$ cat src/atb_pkg.sv
`timescale 1ns / 1ps
package atb_pkg;

   // accumulator width for mantissa and divisor (24..64)
   localparam int ACC_BITS = 48;

   // string queue between parser and arithmetic back end
   localparam int QUEUE_DEPTH = 2;

   // unit codes
   localparam logic [1:0] UNIT_DEG  = 2'd0;
   localparam logic [1:0] UNIT_GON  = 2'd1;
   localparam logic [1:0] UNIT_RAD  = 2'd2;
   localparam logic [1:0] UNIT_RSVD = 2'd3;

   // 2^63 / units-per-rotation, rounded; 32 fraction bits
   localparam logic [63:0] SCALE_DEG = 64'd25620477880152155;
   localparam logic [63:0] SCALE_GON = 64'd23058430092136940;
   localparam logic [63:0] SCALE_RAD = 64'd1467945251641000613;

   typedef struct packed {
      logic [7:0] char_byte;
      logic       last_byte;
   } req_type;

   typedef struct packed {
      logic signed [31:0] bin_angle;
      logic               overflow;
      logic [1:0]         unit_used;
   } rsp_type;

   // one parsed string handed to the back end
   typedef struct packed {
      logic [ACC_BITS-1:0] mantissa;
      logic [ACC_BITS-1:0] divisor;
      logic [1:0]          unit;
      logic                sat;
   } job_type;

   // reserved code reads as degrees
   function automatic logic [1:0] unit_code(input logic [1:0] u);
      logic [1:0] r;
      r = (u == UNIT_GON || u == UNIT_RAD) ? u : UNIT_DEG;
      return r;
   endfunction

   function automatic logic [63:0] unit_scale(input logic [1:0] u);
      logic [63:0] s;
      case (u)
         UNIT_GON: s = SCALE_GON;
         UNIT_RAD: s = SCALE_RAD;
         default:  s = SCALE_DEG;
      endcase
      return s;
   endfunction

endpackage

$ cat src/atb_front.sv
`timescale 1ns / 1ps
module atb_front import atb_pkg::*; (
   input  logic       clock,
   input  logic       reset,
   input  logic       req_valid,
   output logic       req_stall,
   input  req_type    req_word,
   input  logic       csr_wr_en,
   input  logic [1:0] csr_wr_data,
   input  logic       q_full,
   output logic       q_push,
   output job_type    q_job
);

   localparam logic [ACC_BITS-1:0] ACC_MAX = '1;
   localparam logic [ACC_BITS-1:0] ACC_ONE = ACC_BITS'(1);

   localparam logic [7:0] CONT_LO     = 8'h80;
   localparam logic [7:0] LEAD2_LO    = 8'hC0;
   localparam logic [7:0] LEAD3_LO    = 8'hE0;
   localparam logic [7:0] LEAD4_LO    = 8'hF0;
   localparam logic [7:0] BYTE_MAX    = 8'hFF;
   localparam logic [7:0] ASCII_LO    = 8'h00;
   localparam logic [7:0] ASCII_SYM   = 8'h3F;
   localparam logic [7:0] CHR_HYPHEN  = 8'h2D;
   localparam logic [7:0] CHR_APOS    = 8'h27;
   localparam logic [7:0] CHR_QUOTE   = 8'h22;
   localparam logic [7:0] CHR_POINT   = 8'h2E;
   localparam logic [7:0] CHR_ZERO    = 8'h30;
   localparam logic [7:0] CHR_NINE    = 8'h39;
   localparam logic [7:0] CHR_LOWER_G = 8'h67;
   localparam logic [7:0] CHR_UPPER_G = 8'h47;

   localparam logic [23:0] SYM_DEGREE = 24'h00C2B0;
   localparam logic [23:0] SYM_PRIME  = 24'hE280B2;
   localparam logic [23:0] SYM_DPRIME = 24'hE280B3;

   logic [ACC_BITS-1:0] mantissa_ff, mantissa_in;
   logic [ACC_BITS-1:0] divisor_ff, divisor_in;
   logic                point_ff, point_in;
   logic                sixfold_ff, sixfold_in;
   logic [1:0]          unit_ff, unit_in;
   logic [1:0]          dflt_unit_ff, dflt_unit_in;
   logic [23:0]         utf_bytes_ff, utf_bytes_in;
   logic [1:0]          utf_rem_ff, utf_rem_in;
   logic                sat_ff, sat_in;

   logic                accept;
   logic [7:0]          c;
   logic [ACC_BITS:0]   man_mac;
   logic [ACC_BITS:0]   div_mac;

   // v * (6 or 10) + add, clamped to ACC_MAX; top bit flags the clamp
   function automatic logic [ACC_BITS:0] sat_mac(input logic [ACC_BITS-1:0] v,
                                                 input logic six,
                                                 input logic [3:0] add);
      logic [ACC_BITS+3:0] ve;
      logic [ACC_BITS+3:0] sum;
      logic [ACC_BITS:0]   r;
      ve  = (ACC_BITS+4)'(v);
      sum = (six ? (ve << 2) : (ve << 3)) + (ve << 1) + (ACC_BITS+4)'(add);
      if (sum[ACC_BITS+3:ACC_BITS] != 4'd0) begin
         r = {1'b1, ACC_MAX};
      end else begin
         r = {1'b0, sum[ACC_BITS-1:0]};
      end
      return r;
   endfunction

   assign c         = req_word.char_byte;
   assign req_stall = req_word.last_byte & q_full;
   assign accept    = req_valid & ~req_stall;
   assign man_mac   = sat_mac(mantissa_ff, sixfold_ff, c[3:0]);
   assign div_mac   = sat_mac(divisor_ff, sixfold_ff, 4'd0);

   always_comb begin
      mantissa_in  = mantissa_ff;
      divisor_in   = divisor_ff;
      point_in     = point_ff;
      sixfold_in   = sixfold_ff;
      unit_in      = unit_ff;
      dflt_unit_in = dflt_unit_ff;
      utf_bytes_in = utf_bytes_ff;
      utf_rem_in   = utf_rem_ff;
      sat_in       = sat_ff;
      q_push       = 1'b0;

      if (accept) begin
         case (c) inside
            [LEAD2_LO:LEAD4_LO-8'd1]: begin
               utf_bytes_in = 24'(c);
               utf_rem_in   = (c < LEAD3_LO) ? 2'd1 : 2'd2;
            end
            [LEAD4_LO:BYTE_MAX]: begin
               utf_bytes_in = '0;
               utf_rem_in   = 2'd0;
            end
            [CONT_LO:LEAD2_LO-8'd1]: begin
               if (utf_rem_ff != 2'd0) begin
                  utf_bytes_in = {utf_bytes_ff[15:0], c};
                  utf_rem_in   = utf_rem_ff - 2'd1;
                  if (utf_rem_in == 2'd0 &&
                      (utf_bytes_in == SYM_DEGREE || utf_bytes_in == SYM_PRIME ||
                       utf_bytes_in == SYM_DPRIME)) begin
                     point_in   = 1'b1;
                     sixfold_in = 1'b1;
                     unit_in    = UNIT_DEG;
                  end
               end
            end
            CHR_LOWER_G, CHR_UPPER_G: begin
               utf_rem_in = 2'd0;
               unit_in    = UNIT_GON;
            end
            [ASCII_LO:ASCII_SYM]: begin
               utf_rem_in = 2'd0;
               case (c) inside
                  CHR_HYPHEN, CHR_APOS, CHR_QUOTE: begin
                     point_in   = 1'b1;
                     sixfold_in = 1'b1;
                     unit_in    = UNIT_DEG;
                  end
                  CHR_POINT: begin
                     point_in = 1'b1;
                  end
                  [CHR_ZERO:CHR_NINE]: begin
                     mantissa_in = man_mac[ACC_BITS-1:0];
                     sat_in      = sat_ff | man_mac[ACC_BITS];
                     if (point_ff) begin
                        divisor_in = div_mac[ACC_BITS-1:0];
                        sat_in     = sat_ff | man_mac[ACC_BITS] | div_mac[ACC_BITS];
                     end
                     sixfold_in = 1'b0;
                  end
                  default: begin
                  end
               endcase
            end
            default: begin
               utf_rem_in = 2'd0;
            end
         endcase
      end

      q_job.mantissa = mantissa_in;
      q_job.divisor  = divisor_in;
      q_job.unit     = unit_in;
      q_job.sat      = sat_in;

      // end of string: hand off and start over
      if (accept && req_word.last_byte) begin
         q_push       = 1'b1;
         mantissa_in  = '0;
         divisor_in   = ACC_ONE;
         point_in     = 1'b0;
         sixfold_in   = 1'b0;
         utf_bytes_in = '0;
         utf_rem_in   = 2'd0;
         sat_in       = 1'b0;
         unit_in      = unit_code(dflt_unit_ff);
      end

      if (csr_wr_en) begin
         dflt_unit_in = csr_wr_data;
         unit_in      = unit_code(csr_wr_data);
      end
   end

   always_ff @(posedge clock) begin
      if (reset) begin
         mantissa_ff  <= '0;
         divisor_ff   <= ACC_ONE;
         point_ff     <= 1'b0;
         sixfold_ff   <= 1'b0;
         unit_ff      <= UNIT_DEG;
         dflt_unit_ff <= UNIT_DEG;
         utf_bytes_ff <= '0;
         utf_rem_ff   <= 2'd0;
         sat_ff       <= 1'b0;
      end else begin
         mantissa_ff  <= mantissa_in;
         divisor_ff   <= divisor_in;
         point_ff     <= point_in;
         sixfold_ff   <= sixfold_in;
         unit_ff      <= unit_in;
         dflt_unit_ff <= dflt_unit_in;
         utf_bytes_ff <= utf_bytes_in;
         utf_rem_ff   <= utf_rem_in;
         sat_ff       <= sat_in;
      end
   end

endmodule

$ cat src/atb_queue.sv
`timescale 1ns / 1ps
module atb_queue import atb_pkg::*; (
   input  logic    clock,
   input  logic    reset,
   input  logic    push,
   input  job_type push_job,
   output logic    full,
   input  logic    pop,
   output logic    not_empty,
   output job_type pop_job
);

   localparam int PTR_W = (QUEUE_DEPTH > 1) ? $clog2(QUEUE_DEPTH) : 1;
   localparam int CNT_W = $clog2(QUEUE_DEPTH + 1);

   job_type            entry_ff [QUEUE_DEPTH];
   logic [PTR_W-1:0]   wr_ptr_ff, wr_ptr_in;
   logic [PTR_W-1:0]   rd_ptr_ff, rd_ptr_in;
   logic [CNT_W-1:0]   count_ff, count_in;

   function automatic logic [PTR_W-1:0] ptr_next(input logic [PTR_W-1:0] p);
      logic [PTR_W-1:0] r;
      r = (p == PTR_W'(QUEUE_DEPTH - 1)) ? '0 : p + PTR_W'(1);
      return r;
   endfunction

   assign full      = (count_ff == CNT_W'(QUEUE_DEPTH));
   assign not_empty = (count_ff != '0);
   assign pop_job   = entry_ff[rd_ptr_ff];

   always_comb begin
      wr_ptr_in = push ? ptr_next(wr_ptr_ff) : wr_ptr_ff;
      rd_ptr_in = pop  ? ptr_next(rd_ptr_ff) : rd_ptr_ff;
      count_in  = count_ff;
      if (push && !pop) begin
         count_in = count_ff + CNT_W'(1);
      end else if (pop && !push) begin
         count_in = count_ff - CNT_W'(1);
      end
   end

   always_ff @(posedge clock) begin
      if (reset) begin
         wr_ptr_ff <= '0;
         rd_ptr_ff <= '0;
         count_ff  <= '0;
      end else begin
         wr_ptr_ff <= wr_ptr_in;
         rd_ptr_ff <= rd_ptr_in;
         count_ff  <= count_in;
      end
   end

   always_ff @(posedge clock) begin
      if (push) begin
         entry_ff[wr_ptr_ff] <= push_job;
      end
   end

endmodule

$ cat src/atb_back.sv
`timescale 1ns / 1ps
module atb_back import atb_pkg::*; (
   input  logic    clock,
   input  logic    reset,
   input  logic    q_valid,
   input  job_type q_job,
   output logic    q_pop,
   output logic    rsp_valid,
   input  logic    rsp_stall,
   output rsp_type rsp_word
);

   localparam int MAN_CHUNKS = (ACC_BITS + 31) / 32;
   localparam int PAD_BITS   = MAN_CHUNKS * 32;
   localparam int NPP        = MAN_CHUNKS * 2;
   localparam int PP_IDX_W   = $clog2(NPP);
   localparam int STEP_W     = $clog2(NPP + 1);
   localparam int PROD_BITS  = ACC_BITS + 64;
   localparam int DCNT_W     = $clog2(PROD_BITS);

   typedef enum logic [1:0] {ST_IDLE, ST_MUL, ST_DIV, ST_DONE} state_type;

   state_type             state_ff;
   logic [STEP_W-1:0]     step_ff;
   logic [DCNT_W-1:0]     dcnt_ff;
   logic [PAD_BITS-1:0]   man_ff;
   logic [63:0]           scale_ff;
   logic [ACC_BITS-1:0]   div_ff;
   logic [1:0]            unit_ff;
   logic                  sat_ff;
   logic [PROD_BITS-1:0]  pp_ff;
   logic [PROD_BITS-1:0]  prod_ff;
   logic [ACC_BITS-1:0]   rem_ff;
   logic [63:0]           quo_ff;
   logic                  rsp_valid_ff;
   rsp_type               rsp_word_ff;

   logic [PP_IDX_W-1:0]        pp_k;
   logic [PP_IDX_W-1:0]        pp_pos;
   logic [PAD_BITS-1:0]        man_sh;
   logic [63:0]                scl_sh;
   logic [63:0]                pp64;
   logic [PAD_BITS+63:0]       pp_wide;
   logic [ACC_BITS:0]          r2;
   logic [ACC_BITS:0]          rdiff;
   logic                       ge;
   logic [33:0]                rnd;
   logic                       slot_free;

   // partial product k: mantissa chunk k/2 times scale chunk k%2
   always_comb begin
      pp_k    = step_ff[PP_IDX_W-1:0];
      pp_pos  = (pp_k >> 1) + PP_IDX_W'(pp_k[0]);
      man_sh  = man_ff >> {pp_k >> 1, 5'd0};
      scl_sh  = scale_ff >> {pp_k[0], 5'd0};
      pp64    = man_sh[31:0] * scl_sh[31:0];
      pp_wide = (PAD_BITS + 64)'(pp64) << {pp_pos, 5'd0};
   end

   // one restoring divide step per cycle, product fed in msb first
   always_comb begin
      r2    = {rem_ff, prod_ff[PROD_BITS-1]};
      rdiff = r2 - {1'b0, div_ff};
      ge    = (r2 >= {1'b0, div_ff});
   end

   // round half up on 32 fraction bits of the quotient
   assign rnd       = {1'b0, quo_ff[63:31]} + 34'd1;
   assign slot_free = ~rsp_valid_ff | ~rsp_stall;
   assign q_pop     = (state_ff == ST_IDLE) & q_valid;
   assign rsp_valid = rsp_valid_ff;
   assign rsp_word  = rsp_word_ff;

   always_ff @(posedge clock) begin
      if (reset) begin
         state_ff     <= ST_IDLE;
         rsp_valid_ff <= 1'b0;
      end else begin
         if (rsp_valid_ff && !rsp_stall && state_ff != ST_DONE) begin
            rsp_valid_ff <= 1'b0;
         end
         case (state_ff)
            ST_IDLE: begin
               if (q_valid) begin
                  man_ff   <= PAD_BITS'(q_job.mantissa);
                  scale_ff <= unit_scale(q_job.unit);
                  div_ff   <= (q_job.divisor == '0) ? ACC_BITS'(1) : q_job.divisor;
                  unit_ff  <= q_job.unit;
                  sat_ff   <= q_job.sat;
                  pp_ff    <= '0;
                  prod_ff  <= '0;
                  step_ff  <= '0;
                  state_ff <= ST_MUL;
               end
            end
            ST_MUL: begin
               // add trails the multiply, taking pp_ff registered in the cycle before
               prod_ff <= prod_ff + pp_ff;
               pp_ff   <= (step_ff < STEP_W'(NPP)) ? pp_wide[PROD_BITS-1:0] : '0;
               step_ff <= step_ff + STEP_W'(1);
               if (step_ff == STEP_W'(NPP)) begin
                  rem_ff   <= '0;
                  quo_ff   <= '0;
                  dcnt_ff  <= '0;
                  state_ff <= ST_DIV;
               end
            end
            ST_DIV: begin
               prod_ff <= prod_ff << 1;
               rem_ff  <= ge ? rdiff[ACC_BITS-1:0] : r2[ACC_BITS-1:0];
               quo_ff  <= {quo_ff[62:0], ge};
               dcnt_ff <= dcnt_ff + DCNT_W'(1);
               if (dcnt_ff == DCNT_W'(PROD_BITS - 1)) begin
                  state_ff <= ST_DONE;
               end
            end
            ST_DONE: begin
               // a word taken at this edge is replaced, so valid stays set
               if (slot_free) begin
                  rsp_word_ff.bin_angle <= rnd[32:1];
                  rsp_word_ff.overflow  <= sat_ff;
                  rsp_word_ff.unit_used <= unit_ff;
                  rsp_valid_ff          <= 1'b1;
                  state_ff              <= ST_IDLE;
               end
            end
            default: begin
               state_ff <= ST_IDLE;
            end
         endcase
      end
   end

endmodule

$ cat src/angle_text_to_binary_angle_core.sv
`timescale 1ns / 1ps
// Channel   Ports                          Moves one word of
// -------   -----------------------------  --------------------------------------
// req       req_valid req_stall req_word   text byte + end-of-string mark
// rsp       rsp_valid rsp_stall rsp_word   binary angle, overflow, unit
// csr       csr_wr_en csr_wr_data          default unit (write only)
//
// Front parser takes one byte per cycle; only a last byte stalls, and only when
// the two-entry string queue is full.
// Back end per string: load, multiply/accumulate of NPP partial products,
// ACC_BITS+64 restoring divide steps by the one-bit-per-cycle divider, then
// the output register, where rsp_stall holds a word without blocking the next
// pop. Synchronous active-high reset clears parse, queue, valid.
module angle_text_to_binary_angle_core import atb_pkg::*; (
   input  logic       clock,
   input  logic       reset,
   input  logic       req_valid,
   output logic       req_stall,
   input  req_type    req_word,
   output logic       rsp_valid,
   input  logic       rsp_stall,
   output rsp_type    rsp_word,
   input  logic       csr_wr_en,
   input  logic [1:0] csr_wr_data
);

   // parser -> queue
   logic    q_push;
   logic    q_full;
   job_type q_push_job;

   // queue -> back end
   logic    q_pop;
   logic    q_valid;
   job_type q_pop_job;

   atb_front u_front (
      .clock       (clock),
      .reset       (reset),
      .req_valid   (req_valid),
      .req_stall   (req_stall),
      .req_word    (req_word),
      .csr_wr_en   (csr_wr_en),
      .csr_wr_data (csr_wr_data),
      .q_full      (q_full),
      .q_push      (q_push),
      .q_job       (q_push_job)
   );

   atb_queue u_queue (
      .clock     (clock),
      .reset     (reset),
      .push      (q_push),
      .push_job  (q_push_job),
      .full      (q_full),
      .pop       (q_pop),
      .not_empty (q_valid),
      .pop_job   (q_pop_job)
   );

   atb_back u_back (
      .clock     (clock),
      .reset     (reset),
      .q_valid   (q_valid),
      .q_job     (q_pop_job),
      .q_pop     (q_pop),
      .rsp_valid (rsp_valid),
      .rsp_stall (rsp_stall),
      .rsp_word  (rsp_word)
   );

   // a finished string never lands on a full queue
   a_no_push_full: assert property (@(posedge clock) disable iff (reset)
      q_push |-> !q_full)
      else $error("string pushed into full queue");

   // back end only pops real entries
   a_no_pop_empty: assert property (@(posedge clock) disable iff (reset)
      q_pop |-> q_valid)
      else $error("pop from empty queue");

   // stall on the input side only ever comes from a full queue
   a_stall_cause: assert property (@(posedge clock) disable iff (reset)
      req_stall |-> (q_full && req_word.last_byte))
      else $error("input stalled without full queue");

   // reported unit is always a real unit
   a_unit_legal: assert property (@(posedge clock) disable iff (reset)
      rsp_valid |-> (rsp_word.unit_used != UNIT_RSVD))
      else $error("reserved unit code on output");

endmodule
$ cat config.mk
export PLATFORM = sky130hd
export DESIGN_NAME = angle_text_to_binary_angle_core
export DESIGN_NICKNAME = d
export VERILOG_FILES = /design/src/atb_pkg.sv /design/src/atb_front.sv /design/src/atb_queue.sv /design/src/atb_back.sv /design/src/angle_text_to_binary_angle_core.sv
export SDC_FILE = /design/constraint.sdc
export NUM_CORES = 2
export LEC_CHECK = 0
export ABC_AREA = 1
export BUFFER_PORTS_ARGS = -buffer_cell sky130_fd_sc_hd__buf_2
export CORE_ASPECT_RATIO = 1.4
export CORE_MARGIN = 2
export CORE_UTILIZATION = 55
export DETAILED_ROUTE_END_ITERATION = 8
export PLACE_DENSITY = 0.75
export RECOVER_POWER = 100
export SKIP_CTS_REPAIR_TIMING = 1
export SLEW_MARGIN = 15
export SYNTH_ARGS = -nofsm -noshare
export SYNTH_HDL_FRONTEND = slang
export SYNTH_SLANG_ARGS = --single-unit
$ cat constraint.sdc
create_clock -name clock -period 23.4 [get_ports clock]
set_clock_uncertainty 0.05 [all_clocks]
set_input_delay 0 -clock clock [delete_from_list [all_inputs] [get_ports clock]]
set_output_delay 0 -clock clock [all_outputs]
set_load 0.03 [all_outputs]
After elaboration in Yosys (flattened, before gate mapping)
Memories as Yosys holds them, arrays and structs flattened. A register that Yosys moved wholly into a read port is not among the register bits.
Index checks and enable logic that the tools add are counted.
- add/sub/neg operators: 14
- magnitude comparators: 13
- shift operators: 3
- eq/ne operators: 31
- muxes and demuxes: 99
- bitwise operators: 12
- reductions and logical operators: 47
- multipliers: 1
- div/mod/pow operators: 0
- operators by type and width (operator ; count):
    two-way mux 48 bit ; 21
    case mux 112 bit (3 select lines) ; 1
    two-way mux 112 bit ; 2
    case mux 112 bit (2 select lines) ; 1
    case mux 64 bit (2 select lines) ; 1
    case mux 61 bit (2 select lines) ; 1
    adder 112 bit ; 1
    left shift 64 x 7 -> 112 bit ; 1
    adder 52 x 49 -> 52 bit ; 2
    two-way mux 51 bit ; 2
    two-way mux 49 bit ; 2
    case mux 48 bit (2 select lines) ; 1
    multiplier 32 x 32 -> 64 bit ; 1
    two-way mux 16 bit ; 4
    two-way mux 64 bit ; 1
    >> shifter 64 x 6 -> 32 bit ; 1
    adder 52 x 4 -> 52 bit ; 1
    >= comparator 49 x 48 -> 1 bit ; 1
    == test 24 bit, second input constant ; 2
    logical NOT 48 bit ; 1
    two-way mux 2 bit ; 24
    >> shifter 48 x 6 -> 32 bit ; 1
    subtractor 48 bit ; 1
    adder 33 x 1 -> 33 bit, second input constant ; 1
    other kinds (47) ; 145
- latch bits: 0
- flip-flop bits (word level): 672
- word-level logic and storage cells: 249
- bits of input ports: 16
- output and inout bits: 37
- RAM bits: 198
- memories: 1
- memory bits (read-only): 0
- memories (name ; depth ; bits a word ; rd ports ; clocked after Yosys merged registers in ; write ports ; line ; RTL):
    u_queue.entry_ff ; 2 ; 99 ; 1 ; 1 ; 1 ; atb_queue.sv:16 ; job_type entry_ff [QUEUE_DEPTH];

Longest topological paths before layout
- depth in word-level cells: 17
- gate-level depth with buffers: 41
- mapped depth without buffers: 40

Cells and area by module
A second synthesis with hierarchy kept.
- cells, all modules: 12603
- area, all modules: 91665.4 sq um
- by module, submodules not included (module ; instances ; cells an instance ; area an instance (sq um)):
    atb_back ; 1 ; 9540 ; 69237.7
    atb_front ; 1 ; 2722 ; 15029.4
    atb_queue ; 1 ; 341 ; 7398.3

Worst setup path after synthesis
OpenSTA, ideal clock, no wires.
- path kind: register to register
- from: register u_back.step_ff[1]
- to: register u_back.dcnt_ff[0] (enable)
- buffers on the path: 2
- clock period less this slack: 10938 ps
- arrival: 10114 ps
- cell stages (with the launch flop): 7
- setup slack: 12462 ps
- cells stage by stage: edfxtp_1 inv_1 clkbuf_1 buf_1 ha_1 a21oi_1 a211oi_1
- word-level cells in the longest chain between the ends: 3
- ends and longest elaborated chain (item ; line ; RTL):
    start: declaration ; atb_back.sv:24 ; logic [STEP_W-1:0] step_ff;
    start signal: assignment ; atb_back.sv:100 ; step_ff <= step_ff + STEP_W'(1);
    == test 3 bit ; atb_back.sv:101 ; if (step_ff == STEP_W'(NPP)) begin
    != test 2 x 1 -> 1 bit (no line) ; n/a ;
    AND reduction 3 bit (no line) ; n/a ;
    end signal: assignment ; atb_back.sv:112 ; dcnt_ff <= dcnt_ff + DCNT_W'(1);
    end: declaration ; atb_back.sv:25 ; logic [DCNT_W-1:0] dcnt_ff;
Every way passes these cells.
A chain may end at the register's enable or synchronous reset.

Final worst setup path
- from: register u_back.step_ff[0]
- to: register u_back.pp_ff[35] (data pin)
- word-level cells in the longest chain between the ends: 5
- elaborated cells on any way between the ends: 7
- those cells by class: add/sub (1); mul (1); order compare (1); shift (2); mux (2)
- ends and longest elaborated chain (item ; line ; RTL):
    >> shifter 64 x 6 -> 32 bit ; atb_back.sv:55 ; scl_sh = scale_ff >> {pp_k[0], 5'd0};
    multiplier 32 x 32 -> 64 bit ; atb_back.sv:56 ; pp64 = man_sh[31:0] * scl_sh[31:0];
    left shift 64 x 7 -> 112 bit ; atb_back.sv:57 ; pp_wide = (PAD_BITS + 64)'(pp64) << {pp_pos, 5'd0};
    two-way mux 112 bit (*) ; atb_back.sv:99 ; pp_ff <= (step_ff < STEP_W'(NPP)) ? pp_wide[PROD_BITS-1:0] : '0;
    case mux 112 bit (2 select lines) (*) ; atb_back.sv:82 ; case (state_ff)
    end signal: assignment ; atb_back.sv:99 ;
    end: declaration ; atb_back.sv:31 ; logic [PROD_BITS-1:0] pp_ff;
Mark *: on every way between the ends. The rest lies on a longest branch, timed or not.

==> run summary <==
Crit path depth - 34
Nets - 12669
GPL Wtd Cong - 1.15
Hold wc startpoint - csr_wr_data[0]
Outcome - complete, but fails checks
Final Cycle Share - 61.4%
Post-Syn Instances - 11196
DP HPWL - 297 mm
Initial antenna violation count - 28
Drt drc - 0
Yosys top cell area share - 23.6%
Die W - 340 um
Worst R2R Path Depth - 34
Hold Violations, Final - 0
Overflow after GRT - 0
Row count - 172
Filler cells - 13837
First-pass GRT wire length - 538 mm
Hold endpoint - u_front.dflt_unit_ff[0]
Critical Path AT - 14.92 ns
Die area - 0.161 mm^2
Slew HR - -539%
Type of origin of the critical path - flop
#FFs+latches synth - 813
Sink Count - 813
Worst setup path class - reg2reg
H-Tree Depth - 3
Post-Syn Area - 0.0869 mm^2
Crit. End Element - flop
CP bufs+invs - 12
Worst Hold Class - in2reg
Average cell area after synthesis - 7.76 um^2
Worst flop-to-flop path startpoint - u_back.step_ff[0]
Clk root buf - clkbuf_16
Gr usage total - 46.5%
Vias in the first global route - 82386
Vias per cell - 6.03
Family with the most delay on the worst path - buffers and inverters
Yosys top cell by area - edfxtp_1
Crit path max-delay cell type - clkbuf_1
Crit path time final - 14.38 ns
Top_reg_cell synth - edfxtp_1
Synth top area cells - edfxtp_1, fa_1, nand2_1, inv_1, ha_1
Vias - 80622
Flop2flop setup slack - 9.02 ns
1st-iter DRT viols - 8584
Core Box Area - 0.157 mm^2
Final Max Tran Viols - 1538
Synth Area in Compound Gates - 9.52%
Initial Util - 55.4%
Clock Path Buffers - 3
Antenna viol nets, final - 0
Area occupied by multi-input gates - 0.0540 mm^2
Max Cap Viol - 28
Yosys cell types - 55
Area growth, synth to finish - 6.55%
Most frequent CP cell - inv_1
I/O pin total - 53
Largest net degree at the start of global routing - 190
Non-Filler Instances - 13366
Routed wire per std cell - 28.0 um
Post-Synth Simple-Gate Area - 20.8%
Die height - 474 um
Clock slew at reported path FFs - 0.07 ns
Inserted Clock Buffers - 84
XOR/XNOR share of the synthesized area - 2.19%
Adder-cell share of the synthesized area - 28.5%
Clock Latency Late Sink - 0.75 ns
Crit Path Max Fanout - 31
Post-route setup TNS - 0 ns
Final setup fails - 0
Max Fclk - 69.6 MHz
Largest family of logic cells by synthesized area - adder cells
Hold-critical path depth - 4
Critical path data required time - 23.94 ns
Number of synthesized flops with an enable pin - 684
Violated checks - max-capacitance violations, max-slew violations
FF/Latch Area - 0.0231 mm^2
Placed cells - 13153
Synth warn - 0
Ys async rst share - 0%
Worst Tran Pin Value - 9.59 ns
IO buf count - 52
Final WL - 374 mm
Register area share after synthesis - 26.6%
Synthesized Nets - 12687
Pre-antenna DRT Iters - 9
Reg-to-reg endpoint - u_back.pp_ff[35]
Mux share of post-synthesis cell area - 1.24%
RSZ-0062 raised after global routing - no
Layout cells sized above 1 - 3.56%
CTS tree - built
Peak per-stage delay on the critical path - 1.39 ns
[registers in the layout, indices dropped and copies added (netlist names), 64 cells and up, named ones only]
register          flops
u_back.prod_ff      112
u_back.quo_ff        64
u_back.pp_ff        112
u_queue.entry_ff    198
[cell usage after synthesis (all sizes together), types with 6 or more instances]
cell type,number
nand2,2412
inv,2257
nor2,1389
fa,838
a21oi,773
edfxtp,684
ha,637
o21ai,600
nand3,397
clkbuf,248
dfxtp,129
xor2,121
xnor2,96
nand4,95
mux2,90
nor3,81
o21bai,78
buf,47
nor4,37
or2,31
nand3b,24
a31oi,20
o21a,16
a21o,15
a21boi,14
a211oi,13
clkinv,11
and2,9
o211ai,9
and3,7
mux2i,6
[worst min-delay path: stages]
cell and delay [ns]:
dlygate4sd3_1 0.52, buf_2 0.13, nand2_1 0.07, a21oi_1 0.06
[area by class of cell]
class | instances | share of cell area, %
Multi-Input combinational cell | 7820 | 58.4
Sequential cell | 813 | 25.0
Inverter | 2268 | 9.20
Tap cell | 2088 | 2.82
Clock buffer | 100 | 2.47
Timing Repair Buffer | 191 | 1.33
Clock inverter | 57 | 0.749
Antenna cell | 29 | 0.0784
[cells in the final DEF (no fill, tap or decap), types with 42 or more instances in the layout]
cell | netlist | routed
o21ai_0 | 555 | 576
buf_4 | 2 | 88
xor2_1 | 121 | 121
edfxtp_1 | 684 | 684
inv_1 | 2223 | 2218
nor3_1 | 78 | 78
nand2_1 | 2407 | 2407
a21oi_1 | 773 | 770
clkbuf_16 | 0 | 88
nand4_1 | 95 | 95
nor2_1 | 1374 | 1369
clkbuf_1 | 248 | 71
mux2_2 | 90 | 48
o21bai_1 | 78 | 78
ha_1 | 637 | 637
nand3_1 | 397 | 397
fa_1 | 838 | 838
xnor2_1 | 96 | 96
dfxtp_1 | 129 | 129
mux2_1 | 0 | 42
[through the flow]
step	hold slack (ns)	utilization [%]	setup slack [ns]	area, um^2
global placement	0.224	57.1	11.79	89600
finish	0.0289	59.0	9.02	92600
global route	0.0610	59.0	8.58	92500
CTS	-0.547	59.0	11.46	92600
floorplan	0.104	-	12.46	86900
detailed placement	0.239	57.1	11.53	89600
[worst max path at each step]
stage,slack (ns),from,end
after global placement,11.79,u_back.step_ff[0],u_back.pp_ff[99]
after detailed placement,11.53,u_back.step_ff[0],u_back.pp_ff[99]
after floorplan,12.46,u_back.step_ff[1],u_back.dcnt_ff[0]
after CTS,11.46,u_back.step_ff[0],u_back.pp_ff[99]
final,9.02,u_back.step_ff[0],u_back.pp_ff[35]
after global routing,8.58,u_back.step_ff[0],u_back.pp_ff[99]
[cell families after synthesis]
family	Yosys count
simple gates	4483
buf+inv	2563
compound gates	1549
fa+ha+maj	1475
flops	813
xor+xnor	217
mux	96
[per-layer routing]
layer / GRT usage, % / part of all wire [%] / vias up
met1: 44.1 / 30 / 38257
met2: 77.2 / 47 / 5101
met4: 50.5 / 14 / 10
li1: - / - / 35144
met5: 0 / 0.018 / -
met3: 13.4 / 9.0 / 2110
Power is not shown: default switching activity piles up to over one toggle a cycle in this logic, so the estimate is an artifact.
